[src/rtl/ecal_pkg.sv]
// Shared types, widths and calendar tables for the epoch-to-calendar pipeline.
// No dependencies; every rtl module imports this package.
package ecal_pkg;

   localparam int TS_W     = 38;   // input timestamp width
   localparam int OFF_W    = 17;   // signed zone offset width
   localparam int DAYS_W   = 22;   // day count plus one, biased to stay positive
   localparam int SOD_W    = 17;   // second of day, 0..86399
   localparam int YEAR_W   = 14;
   localparam int DOY_W    = 9;

   localparam int TOD_STAGES   = 4;
   localparam int CIVIL_STAGES = 12;

   localparam int unsigned SECONDS_PER_DAY = 86400;
   localparam logic signed [OFF_W-1:0] ZONE_RESET = 17'sd28800;

   typedef struct packed {
      logic [4:0] hour;
      logic [5:0] minute;
      logic [5:0] second;
   } tod_type;

   typedef struct packed {
      logic [YEAR_W-1:0] year;
      logic [3:0]        month;
      logic [4:0]        day;
      logic [2:0]        weekday;
      logic [DOY_W-1:0]  year_day;
      logic              leap;
   } date_type;

   // Days from March 1st to the first of each March-based month.
   function automatic logic [DOY_W-1:0] mar_start(input logic [3:0] mp);
      logic [DOY_W-1:0] r;
      case (mp)
         4'd0:    r = 9'd0;
         4'd1:    r = 9'd31;
         4'd2:    r = 9'd61;
         4'd3:    r = 9'd92;
         4'd4:    r = 9'd122;
         4'd5:    r = 9'd153;
         4'd6:    r = 9'd184;
         4'd7:    r = 9'd214;
         4'd8:    r = 9'd245;
         4'd9:    r = 9'd275;
         4'd10:   r = 9'd306;
         4'd11:   r = 9'd337;
         default: r = 9'd0;
      endcase
      return r;
   endfunction

   // Days before the first of each month in a common year; m is 1..12.
   function automatic logic [DOY_W-1:0] month_start(input logic [3:0] m);
      logic [DOY_W-1:0] r;
      case (m)
         4'd1:    r = 9'd0;
         4'd2:    r = 9'd31;
         4'd3:    r = 9'd59;
         4'd4:    r = 9'd90;
         4'd5:    r = 9'd120;
         4'd6:    r = 9'd151;
         4'd7:    r = 9'd181;
         4'd8:    r = 9'd212;
         4'd9:    r = 9'd243;
         4'd10:   r = 9'd273;
         4'd11:   r = 9'd304;
         4'd12:   r = 9'd334;
         default: r = 9'd0;
      endcase
      return r;
   endfunction

endpackage

[src/rtl/ecal_daysplit.sv]
// Three-stage front end: apply zone offset, split local seconds into days and second of day.
// Depends on ecal_pkg.
module ecal_daysplit (
   input  logic                               clock,
   input  logic                               reset,
   input  logic                               adv,
   input  logic                               in_valid,
   input  logic [ecal_pkg::TS_W-1:0]          in_timestamp,
   input  logic signed [ecal_pkg::OFF_W-1:0]  in_zone,
   output logic                               out_valid,
   output logic [ecal_pkg::DAYS_W-1:0]        out_days1,
   output logic [ecal_pkg::SOD_W-1:0]         out_sod
);
   import ecal_pkg::*;

   localparam int LOC_W = TS_W + 1;
   localparam logic [LOC_W-1:0] DAY_BIAS = LOC_W'(SECONDS_PER_DAY);
   // floor(2^32 / 675): quotient estimate is exact or one low
   localparam logic [22:0] RECIP_675 = 23'd6362914;

   logic [2:0]        v_ff, v_in;
   logic [LOC_W-1:0]  loc_in, loc_ff;
   logic [54:0]       qprod;
   logic [DAYS_W-1:0] qest_in, qest_ff;
   logic [31:0]       quot_ff;
   logic [6:0]        lo_ff;
   logic [31:0]       rem32;
   logic [10:0]       rem;
   logic              fix;
   logic [DAYS_W-1:0] days1_in, days1_ff;
   logic [SOD_W-1:0]  sod_in, sod_ff;

   // biased by one day so the sum never goes negative
   assign loc_in = {1'b0, in_timestamp}
                 + {{(LOC_W-OFF_W){in_zone[OFF_W-1]}}, in_zone} + DAY_BIAS;

   assign qprod   = 55'(loc_ff[LOC_W-1:7]) * 55'(RECIP_675);
   assign qest_in = qprod[53:32];

   assign rem32    = quot_ff - 32'(qest_ff) * 32'd675;
   assign rem      = rem32[10:0];
   assign fix      = (rem >= 11'd675);
   assign days1_in = qest_ff + DAYS_W'(fix);
   assign sod_in   = {(fix ? 10'(rem - 11'd675) : rem[9:0]), lo_ff};

   assign v_in = {v_ff[1:0], in_valid};

   always_ff @(posedge clock) begin
      if (reset) begin
         v_ff <= '0;
      end else if (adv) begin
         v_ff <= v_in;
      end
   end

   always_ff @(posedge clock) begin
      if (adv) begin
         loc_ff   <= loc_in;
         qest_ff  <= qest_in;
         quot_ff  <= loc_ff[LOC_W-1:7];
         lo_ff    <= loc_ff[6:0];
         days1_ff <= days1_in;
         sod_ff   <= sod_in;
      end
   end

   assign out_valid = v_ff[2];
   assign out_days1 = days1_ff;
   assign out_sod   = sod_ff;

endmodule

[src/rtl/ecal_tod.sv]
// Time-of-day branch: hour, minute and second from second of day, aligned to the date branch.
// Depends on ecal_pkg.
module ecal_tod (
   input  logic                      clock,
   input  logic                      adv,
   input  logic [ecal_pkg::SOD_W-1:0] in_sod,
   output ecal_pkg::tod_type         out_tod
);
   import ecal_pkg::*;

   localparam int ALIGN = CIVIL_STAGES - TOD_STAGES;

   logic [34:0]      hprod;
   logic [4:0]       hour_in, hour1_ff, hour2_ff, hour3_ff;
   logic [SOD_W-1:0] sod1_ff;
   logic [16:0]      rs_full;
   logic [11:0]      rs_in, rs2_ff, rs3_ff;
   logic [24:0]      mprod;
   logic [5:0]       min_in, min3_ff;
   logic [11:0]      sec_full;
   tod_type          res_in, res_ff;
   tod_type          align_ff [ALIGN];

   // exact reciprocals for the value ranges here
   assign hprod   = 35'(in_sod) * 35'd149131;
   assign hour_in = hprod[33:29];

   assign rs_full = sod1_ff - 17'(hour1_ff) * 17'd3600;
   assign rs_in   = rs_full[11:0];

   assign mprod  = 25'(rs2_ff) * 25'd4370;
   assign min_in = mprod[23:18];

   assign sec_full      = rs3_ff - 12'(min3_ff) * 12'd60;
   assign res_in.hour   = hour3_ff;
   assign res_in.minute = min3_ff;
   assign res_in.second = sec_full[5:0];

   always_ff @(posedge clock) begin
      if (adv) begin
         hour1_ff    <= hour_in;
         sod1_ff     <= in_sod;
         hour2_ff    <= hour1_ff;
         rs2_ff      <= rs_in;
         hour3_ff    <= hour2_ff;
         rs3_ff      <= rs2_ff;
         min3_ff     <= min_in;
         res_ff      <= res_in;
         align_ff[0] <= res_ff;
         for (int i = 1; i < ALIGN; i++) begin
            align_ff[i] <= align_ff[i-1];
         end
      end
   end

   assign out_tod = align_ff[ALIGN-1];

endmodule

[src/rtl/ecal_civil.sv]
// Twelve-stage date branch: era split, year of era, month and day, weekday, day of year.
// Depends on ecal_pkg.
module ecal_civil (
   input  logic                       clock,
   input  logic                       reset,
   input  logic                       adv,
   input  logic                       in_valid,
   input  logic [ecal_pkg::DAYS_W-1:0] in_days1,
   output logic                       out_valid,
   output ecal_pkg::date_type         out_date
);
   import ecal_pkg::*;

   localparam logic [17:0] ERA_DAYS = 18'd146097;

   logic [CIVIL_STAGES-1:0] v_ff, v_in;

   // stage 1
   logic [DAYS_W-1:0] z_in, z1_ff, z2_ff, wx_in, wx1_ff, wx2_ff;
   // stage 2
   logic [36:0] eprod;
   logic [44:0] wprod;
   logic [4:0]  era_e_in, era_e_ff;
   logic [19:0] wq_in, wq_ff;
   // stage 3
   logic [DAYS_W-1:0] dd_full, wd_full;
   logic [18:0] dd;
   logic        efix;
   logic [4:0]  era_in;
   logic [17:0] doe_in;
   logic [2:0]  wday_in;
   logic [4:0]  era_ff  [8];
   logic [17:0] doe_ff  [5];
   logic [2:0]  wday_ff [9];
   // stage 4
   logic [35:0] aprod;
   logic [6:0]  a_in, a_ff;
   logic [2:0]  b_in, b_ff;
   logic        c_in, c_ff;
   // stage 5
   logic [17:0] n_in, n_ff;
   // stage 6
   logic [36:0] yprod;
   logic [8:0]  yoe_in;
   logic [8:0]  yoe_ff [5];
   // stage 7
   logic [18:0] cprod;
   logic [1:0]  y100_in, y100_ff;
   logic [17:0] t_in, t_ff;
   // stage 8
   logic [17:0] doy_full;
   logic [8:0]  doy_in;
   logic [8:0]  doy_ff [3];
   // stage 9
   logic [10:0] x5_in, x5_ff;
   // stage 10
   logic [23:0] mpprod;
   logic [3:0]  mp_in, mp_ff;
   // stage 11
   logic [8:0]        d_full, yadj, ymod;
   logic [4:0]        d_in, d_ff;
   logic [3:0]        m_in, m_ff;
   logic [YEAR_W-1:0] year_in, year_ff;
   logic              leap_in, leap_ff;
   // stage 12
   date_type          date_in, date_ff;

   // stage 1: shift to the March-based civil day count and the weekday count
   assign z_in  = in_days1 + 22'd719467;
   assign wx_in = in_days1 + 22'd719526;

   // stage 2: era estimate (exact or one low), weekday quotient (exact)
   assign eprod    = 37'(z1_ff) * 37'd29398;
   assign era_e_in = eprod[36:32];
   assign wprod    = 45'(wx1_ff) * 45'd4793491;
   assign wq_in    = wprod[44:25];

   // stage 3: correct the era, day of era, weekday 1..7
   assign dd_full = z2_ff - 22'(era_e_ff) * 22'(ERA_DAYS);
   assign dd      = dd_full[18:0];
   assign efix    = (dd >= 19'(ERA_DAYS));
   assign era_in  = era_e_ff + 5'(efix);
   assign doe_in  = efix ? 18'(dd - 19'(ERA_DAYS)) : dd[17:0];
   assign wd_full = wx2_ff - 22'(wq_ff) * 22'd7;
   assign wday_in = wd_full[2:0] + 3'd1;

   // stage 4: terms of the year-of-era formula
   assign aprod = 36'(doe_ff[0]) * 36'd183860;
   assign a_in  = aprod[34:28];
   assign b_in  = 3'(doe_ff[0] >= 18'd36524) + 3'(doe_ff[0] >= 18'd73048)
                + 3'(doe_ff[0] >= 18'd109572) + 3'(doe_ff[0] >= 18'd146096);
   assign c_in  = (doe_ff[0] == 18'd146096);

   // stage 5
   assign n_in = doe_ff[1] - 18'(a_ff) + 18'(b_ff) - 18'(c_ff);

   // stage 6: divide by 365
   assign yprod  = 37'(n_ff) * 37'd367720;
   assign yoe_in = yprod[35:27];

   // stage 7: days before this year of era
   assign cprod   = 19'(yoe_ff[0]) * 19'd656;
   assign y100_in = cprod[17:16];
   assign t_in    = 18'(yoe_ff[0]) * 18'd365 + 18'(yoe_ff[0][8:2]);

   // stage 8: day of March-based year
   assign doy_full = doe_ff[4] - (t_ff - 18'(y100_ff));
   assign doy_in   = doy_full[8:0];

   // stage 9
   assign x5_in = 11'(doy_ff[0]) * 11'd5 + 11'd2;

   // stage 10: divide by 153
   assign mpprod = 24'(x5_ff) * 24'd6854;
   assign mp_in  = mpprod[23:20];

   // stage 11: month, day, year and leap flag
   assign d_full  = doy_ff[2] - mar_start(mp_ff) + 9'd1;
   assign d_in    = d_full[4:0];
   assign m_in    = (mp_ff < 4'd10) ? mp_ff + 4'd3 : mp_ff - 4'd9;
   assign yadj    = yoe_ff[4] + 9'(mp_ff >= 4'd10);
   assign year_in = 14'(era_ff[7]) * 14'd400 + 14'(yadj);
   // year mod 400 decides the leap rule
   assign ymod    = (yadj == 9'd400) ? 9'd0 : yadj;
   assign leap_in = (ymod[1:0] == 2'd0) && (ymod != 9'd100)
                 && (ymod != 9'd200) && (ymod != 9'd300);

   // stage 12: day of calendar year, with the whole date registered
   assign date_in.year     = year_ff;
   assign date_in.month    = m_ff;
   assign date_in.day      = d_ff;
   assign date_in.weekday  = wday_ff[8];
   assign date_in.leap     = leap_ff;
   assign date_in.year_day = month_start(m_ff) + 9'(d_ff) - 9'd1
                           + 9'(leap_ff && (m_ff > 4'd2));

   assign v_in = {v_ff[CIVIL_STAGES-2:0], in_valid};

   always_ff @(posedge clock) begin
      if (reset) begin
         v_ff <= '0;
      end else if (adv) begin
         v_ff <= v_in;
      end
   end

   always_ff @(posedge clock) begin
      if (adv) begin
         z1_ff    <= z_in;
         wx1_ff   <= wx_in;
         z2_ff    <= z1_ff;
         wx2_ff   <= wx1_ff;
         era_e_ff <= era_e_in;
         wq_ff    <= wq_in;
         era_ff[0]  <= era_in;
         doe_ff[0]  <= doe_in;
         wday_ff[0] <= wday_in;
         for (int i = 1; i < 8; i++) begin
            era_ff[i] <= era_ff[i-1];
         end
         for (int i = 1; i < 5; i++) begin
            doe_ff[i] <= doe_ff[i-1];
         end
         for (int i = 1; i < 9; i++) begin
            wday_ff[i] <= wday_ff[i-1];
         end
         a_ff      <= a_in;
         b_ff      <= b_in;
         c_ff      <= c_in;
         n_ff      <= n_in;
         yoe_ff[0] <= yoe_in;
         for (int i = 1; i < 5; i++) begin
            yoe_ff[i] <= yoe_ff[i-1];
         end
         y100_ff   <= y100_in;
         t_ff      <= t_in;
         doy_ff[0] <= doy_in;
         for (int i = 1; i < 3; i++) begin
            doy_ff[i] <= doy_ff[i-1];
         end
         x5_ff   <= x5_in;
         mp_ff   <= mp_in;
         d_ff    <= d_in;
         m_ff    <= m_in;
         year_ff <= year_in;
         leap_ff <= leap_in;
         date_ff <= date_in;
      end
   end

   assign out_valid = v_ff[CIVIL_STAGES-1];
   assign out_date  = date_ff;

endmodule

[src/rtl/epoch_seconds_to_calendar_core.sv]
// Top level of the epoch-seconds to local calendar converter.
// Depends on ecal_pkg, ecal_daysplit, ecal_tod and ecal_civil.
//
// Converts a count of seconds since 1970-01-01 00:00:00 UTC, shifted by a
// signed zone offset, into the local proleptic Gregorian date and time of
// day, plus weekday (1 Sunday .. 7 Saturday), zero-based day of year and a
// leap-year flag. The block is a fully pipelined datapath: it takes one beat
// per cycle unless the result side stalls, and returns results in order, one
// result per request. Three stages split local seconds into days and second
// of day by reciprocal multiplication, then twelve stages run the date
// conversion (era, year of era, month, day) while the time-of-day branch is
// held in line with it. A stall on the result side freezes the whole
// pipeline, so req_stall follows rsp_stall whenever a result is waiting;
// bubbles travel through as cleared valid bits. The zone offset register
// resets to 28800 (UTC+8) and is written through the csr channel, which is
// always ready; write it only while no request is in flight.
module epoch_seconds_to_calendar_core (
   input  logic                              clock,
   input  logic                              reset,
   // request channel
   input  logic                              req_valid,
   output logic                              req_stall,
   input  logic [ecal_pkg::TS_W-1:0]         req_timestamp,
   // result channel
   output logic                              rsp_valid,
   input  logic                              rsp_stall,
   output logic [ecal_pkg::YEAR_W-1:0]       rsp_year,
   output logic [3:0]                        rsp_month,
   output logic [4:0]                        rsp_day,
   output logic [4:0]                        rsp_hour,
   output logic [5:0]                        rsp_minute,
   output logic [5:0]                        rsp_second,
   output logic [2:0]                        rsp_weekday,
   output logic [ecal_pkg::DOY_W-1:0]        rsp_year_day,
   output logic                              rsp_leap,
   // zone offset write channel
   input  logic                              csr_valid,
   output logic                              csr_ready,
   input  logic signed [ecal_pkg::OFF_W-1:0] csr_zone_offset_seconds
);
   import ecal_pkg::*;

   logic                     adv;
   logic signed [OFF_W-1:0]  zone_ff, zone_in;
   logic                     split_valid;
   logic [DAYS_W-1:0]        split_days1;
   logic [SOD_W-1:0]         split_sod;
   tod_type                  tod;
   date_type                 date;

   // advance every stage unless a finished result is held back
   assign adv       = !(rsp_valid && rsp_stall);
   assign req_stall = !adv;
   assign csr_ready = 1'b1;

   assign zone_in = csr_valid ? csr_zone_offset_seconds : zone_ff;

   always_ff @(posedge clock) begin
      if (reset) begin
         zone_ff <= ZONE_RESET;
      end else begin
         zone_ff <= zone_in;
      end
   end

   // local seconds -> day count (plus one) and second of day
   ecal_daysplit u_daysplit (
      .clock        (clock),
      .reset        (reset),
      .adv          (adv),
      .in_valid     (req_valid),
      .in_timestamp (req_timestamp),
      .in_zone      (zone_ff),
      .out_valid    (split_valid),
      .out_days1    (split_days1),
      .out_sod      (split_sod)
   );

   // hour, minute, second; delayed to match the date branch
   ecal_tod u_tod (
      .clock   (clock),
      .adv     (adv),
      .in_sod  (split_sod),
      .out_tod (tod)
   );

   // date fields and weekday; owns the result valid bit
   ecal_civil u_civil (
      .clock     (clock),
      .reset     (reset),
      .adv       (adv),
      .in_valid  (split_valid),
      .in_days1  (split_days1),
      .out_valid (rsp_valid),
      .out_date  (date)
   );

   assign rsp_year     = date.year;
   assign rsp_month    = date.month;
   assign rsp_day      = date.day;
   assign rsp_weekday  = date.weekday;
   assign rsp_year_day = date.year_day;
   assign rsp_leap     = date.leap;
   assign rsp_hour     = tod.hour;
   assign rsp_minute   = tod.minute;
   assign rsp_second   = tod.second;

endmodule

[config.mk]
export PLATFORM = sky130hd
export DESIGN_NAME = epoch_seconds_to_calendar_core
export DESIGN_NICKNAME = d
export VERILOG_FILES = /design/src/rtl/ecal_pkg.sv /design/src/rtl/ecal_daysplit.sv /design/src/rtl/ecal_tod.sv /design/src/rtl/ecal_civil.sv /design/src/rtl/epoch_seconds_to_calendar_core.sv
export SDC_FILE = /design/constraint.sdc
export NUM_CORES = 2
export LEC_CHECK = 0
export BUFFER_PORTS_ARGS = -buffer_cell sky130_fd_sc_hd__buf_2
export CORE_MARGIN = 8
export CORE_UTILIZATION = 60
export CTS_BUF_LIST = sky130_fd_sc_hd__clkbuf_8
export CTS_CLUSTER_DIAMETER = 150
export DETAILED_ROUTE_END_ITERATION = 7
export PLACE_DENSITY = 0.8
export SYNTH_ARGS = -nofsm -noshare
export SYNTH_HDL_FRONTEND = slang
export SYNTH_HIERARCHICAL = 1
export SYNTH_SLANG_ARGS = --single-unit
export TNS_END_PERCENT = 10
[constraint.sdc]
create_clock -name clock -period 26.3 [get_ports clock]
set_input_delay 0 -clock clock [delete_from_list [all_inputs] [get_ports clock]]
set_output_delay 0 -clock clock [all_outputs]
set_load 0.1 [all_outputs]
==> flow_summary_export.csv <==
group,metric,value,unit
layout,drive_gt1_share,5.43,%
floorplan,dieHeight,367,um
worst_setup_path,critPathSlowestCell,"edfxtp_1",
timing,skew,91.7,ps
clock_network,clkTransAtPathRegs,60,ps
clock_network,htree_levels,3,
synth,ys.flop_type,"edfxtp_1",
worst_setup_path,crit_path_max_fanout,11,
clock_network,cts_buffers,121,
floorplan,pin_count,116,
detailed_routing,remaining_drc_errors,0,
worst_setup_path,critPathBufInv,2,
detailed_routing,drt_iter0_drc,2247,
synth,yosysSeqAreaShare,29.9,%
detailed_routing,routed-via-count,45000,
timing,rsz0062_at_grt,"false",
worst_setup_path,endpoint_kind,"flop",
min_path,hp-class,"primary input to flop",
placed_design,dp.cells,7936,
floorplan,rows,128,
worst_setup_path,start_kind,"flop",
grt,antenna_found_initial,3,
grt,grt_max_degree,207,
worst_setup_path,slowest_delay,640,ps
clock_network,cts.sinks,751,
synth,synthCells,6235,
floorplan,core-area,122000,um2
timing,worstMarginPinSlew,1110,ps
floorplan,start_util,60.5,%
synth,netlist_area,73800,um2
worst_setup_path,required,26880,ps
worst_setup_path,arrival,7240,ps
grt,grt_pass1_vias,48800,
timing,fmax,0.150,GHz
timing,period_share,25.3,%
timing,finalCriticalPeriod,6650,ps
worst_setup_path,critPathTopFamily,"adder cells",
synth,synth_area_leaders,"edfxtp_1 (29%), ha_1 (26%), fa_1 (21%)",
grt,gr-usage-all-layers,20.9,%
placed_design,hpwl,109,mm
outcome,status,"complete, no violations",
synth,synth.avg_cell_area,11.8,um2
layout,multi_input_comb_area,46000,um2
layout,fin_nets,8935,
layout,layout.cells.most_common,"ha_1",
detailed_routing,finalWirelength,139,mm
synth,yosysWarnings,6,
layout,most-common-layout-cells,"ha_1 (1532), inv_1 (1460), fa_1 (777), edfxtp_1 (705), xnor2_1 (227)",
job,drv_cap,0,
clock_network,clock_path_buffers,3,
worst_setup_path,critical_path.most_common_cell,"fa_1",
synth,synth_async_sr_flop_share,0,%
placed_design,portBuffers,114,
timing,slew_headroom,24.1,%
detailed_routing,avgRoutedWirePerCell,16.7,um
detailed_routing,routed_via_density,5.42,
clock_network,cts_tree,"built",
synth,synth_seq_cells,751,
synth,syn-num-nets,8604,
timing,hold_viol_final,0,
timing,finalSetupTns,0,ps
synth,synth_top_area_share,28.7,%
floorplan,dieArea,134000,um2
worst_setup_path,r2r_setup_slack,19650,ps
synth,ys_types,111,
clock_network,insertion_delay,860,ps
layout,stdcell_count,8295,
worst_setup_path,path_class,"flop to flop",
placed_design,gp_congestion,0.883,
timing,setup_viol,0,
clock_network,clockRootBuffer,"clkbuf_8",
detailed_routing,antenna_left,0,
grt,grt_pass1_wl,235,mm
grt,grt_overflow_total,0,
timing,drv_slew,0,
floorplan,die_w,367,um
layout,syn_to_final_growth,8.38,%
worst_setup_path,crit_chain,"ha_1 -> inv_1 -> fa_1 -> inv_1 -> fa_1 -> fa_1 -> fa_1 -> fa_1 -> ha_1 -> a2111oi_0 -> o21ai_0 -> a221oi_1 -> a221oi_1 -> o41a_1 -> a211o_1 -> a21o_1 -> a21oi_1 -> xnor2_1",
detailed_routing,firstDrtPassIters,5,
synth,synth_top_area_cell,"edfxtp_1",
layout,regArea,22100,um2
layout,filler_cell_count,8918,
synth,synth_edf_count,705,
## cells in the mapped netlist, types with 37 or more instances
cell type  number
nor3_1         68
inv_1        1429
ha_1         1532
xnor2_1       227
xor2_1         92
nand2_1       133
a21oi_1       188
fa_1          777
mux2i_1        37
a21o_1         83
o21a_1         43
nor2_1        158
o21ai_0       111
dfxtp_1        46
nand3_1        72
edfxtp_1      705
## cell families after synthesis
logic type	Yosys count	share of synthesized area (%)
xor+xnor	321	3.85
flops	751	29.9
other cells	1	0.00508
compound gates	685	6.40
buf+inv	1477	7.68
fa+ha+maj	2309	47.1
simple gates	647	4.42
mux	44	0.629
## area by class of cell
class | instances | area share [%]
Sequential cell | 751 | 27.6
Multi-Input combinational cell | 4007 | 57.6
Clock buffer | 121 | 2.08
Antenna cell | 1 | 0.00313
Inverter | 1429 | 6.71
Clock inverter | 105 | 0.994
Tap cell | 1625 | 2.54
Timing Repair Buffer | 256 | 2.48
## flip-flops by register name, summed over array words and instances, names as in the netlist, 9 cells and up, named ones only
signal,cells
u_civil/year_ff,14
u_civil/t_ff,9
u_civil/out_date,36
u_daysplit/qest_ff,22
u_daysplit/out_days1,22
u_civil/doy_ff,19
u_daysplit/quot_ff,11
u_civil/n_ff,18
u_civil/x5_ff,11
u_civil/z2_ff,19
u_civil/v_ff,12
u_civil/z1_ff,22
u_civil/yoe_ff,45
u_civil/doe_ff,63
u_civil/wday_ff,27
u_daysplit/loc_ff,39
u_civil/era_ff,40
u_tod/align_ff,136
u_daysplit/out_sod,17
u_tod/res_ff,17
zone_ff,17
u_civil/wx1_ff,22
u_tod/rs2_ff,12
u_tod/sod1_ff,12
## worst register-to-register path, delay by kind of cell (launching register included)
| family | cells | cell delay, ps |
|---|---|---|
| adders and majority gates | 7 | 3260 |
| AOI/OAI and AO/OA | 8 | 2290 |
| DFF | 1 | 640 |
| buffers and inverters | 2 | 120 |
| xor gates and xnor gates | 1 | 70 |
## per-stage QoR
| step | util [%] | setup WS, ps | cell area [um2] | hold slack, ps |
|---|---|---|---|---|
| 2_1_floorplan | - | 3760 | 73800 | 72.4 |
| 6_report | 65.6 | 19650 | 80000 | 118 |
| 4_1_cts | 65.6 | 19640 | 80000 | 4.54 |
| 3_3_place_gp | 62.5 | 19880 | 76200 | 206 |
| 5_1_grt | 65.6 | 19340 | 80000 | 107 |
| 3_5_place_dp | 62.5 | 19680 | 76200 | 213 |
## timing repair
action                                 in CTS  in global routing
endpoints found under the hold margin     113                  0
hold buffers                              132                  0
buffers inserted                            0                  0
gates resized for setup                     0                  0
## path summary, 6_finish.rpt
check,start,end,cells past startpoint
worst max register to register,u_civil/n_ff[8]$_DFFE_PP_,u_civil/yoe_ff[0][8]$_DFFE_PP_,18
worst max-delay path,u_civil/n_ff[8]$_DFFE_PP_,u_civil/yoe_ff[0][8]$_DFFE_PP_,18
worst min register to register,u_civil/wday_ff[4][0]$_DFFE_PP_,u_civil/wday_ff[5][0]$_DFFE_PP_,0
worst min-delay path,req_timestamp[14],u_daysplit/loc_ff[16]$_DFFE_PP_,7
## per-layer routing
metal / routed length [um] / GRT usage (%) / up-vias
met5: 13 / 0 / -
met4: 4580 / 7.02 / 2
met3: 5010 / 2.98 / 333
met2: 70700 / 38.1 / 926
met1: 58400 / 25.5 / 22200
li1: - / - / 21600
Power is left out: the tool's default activity adds up to more than one toggle a clock period on the data nets, which glitch-free logic cannot reach.
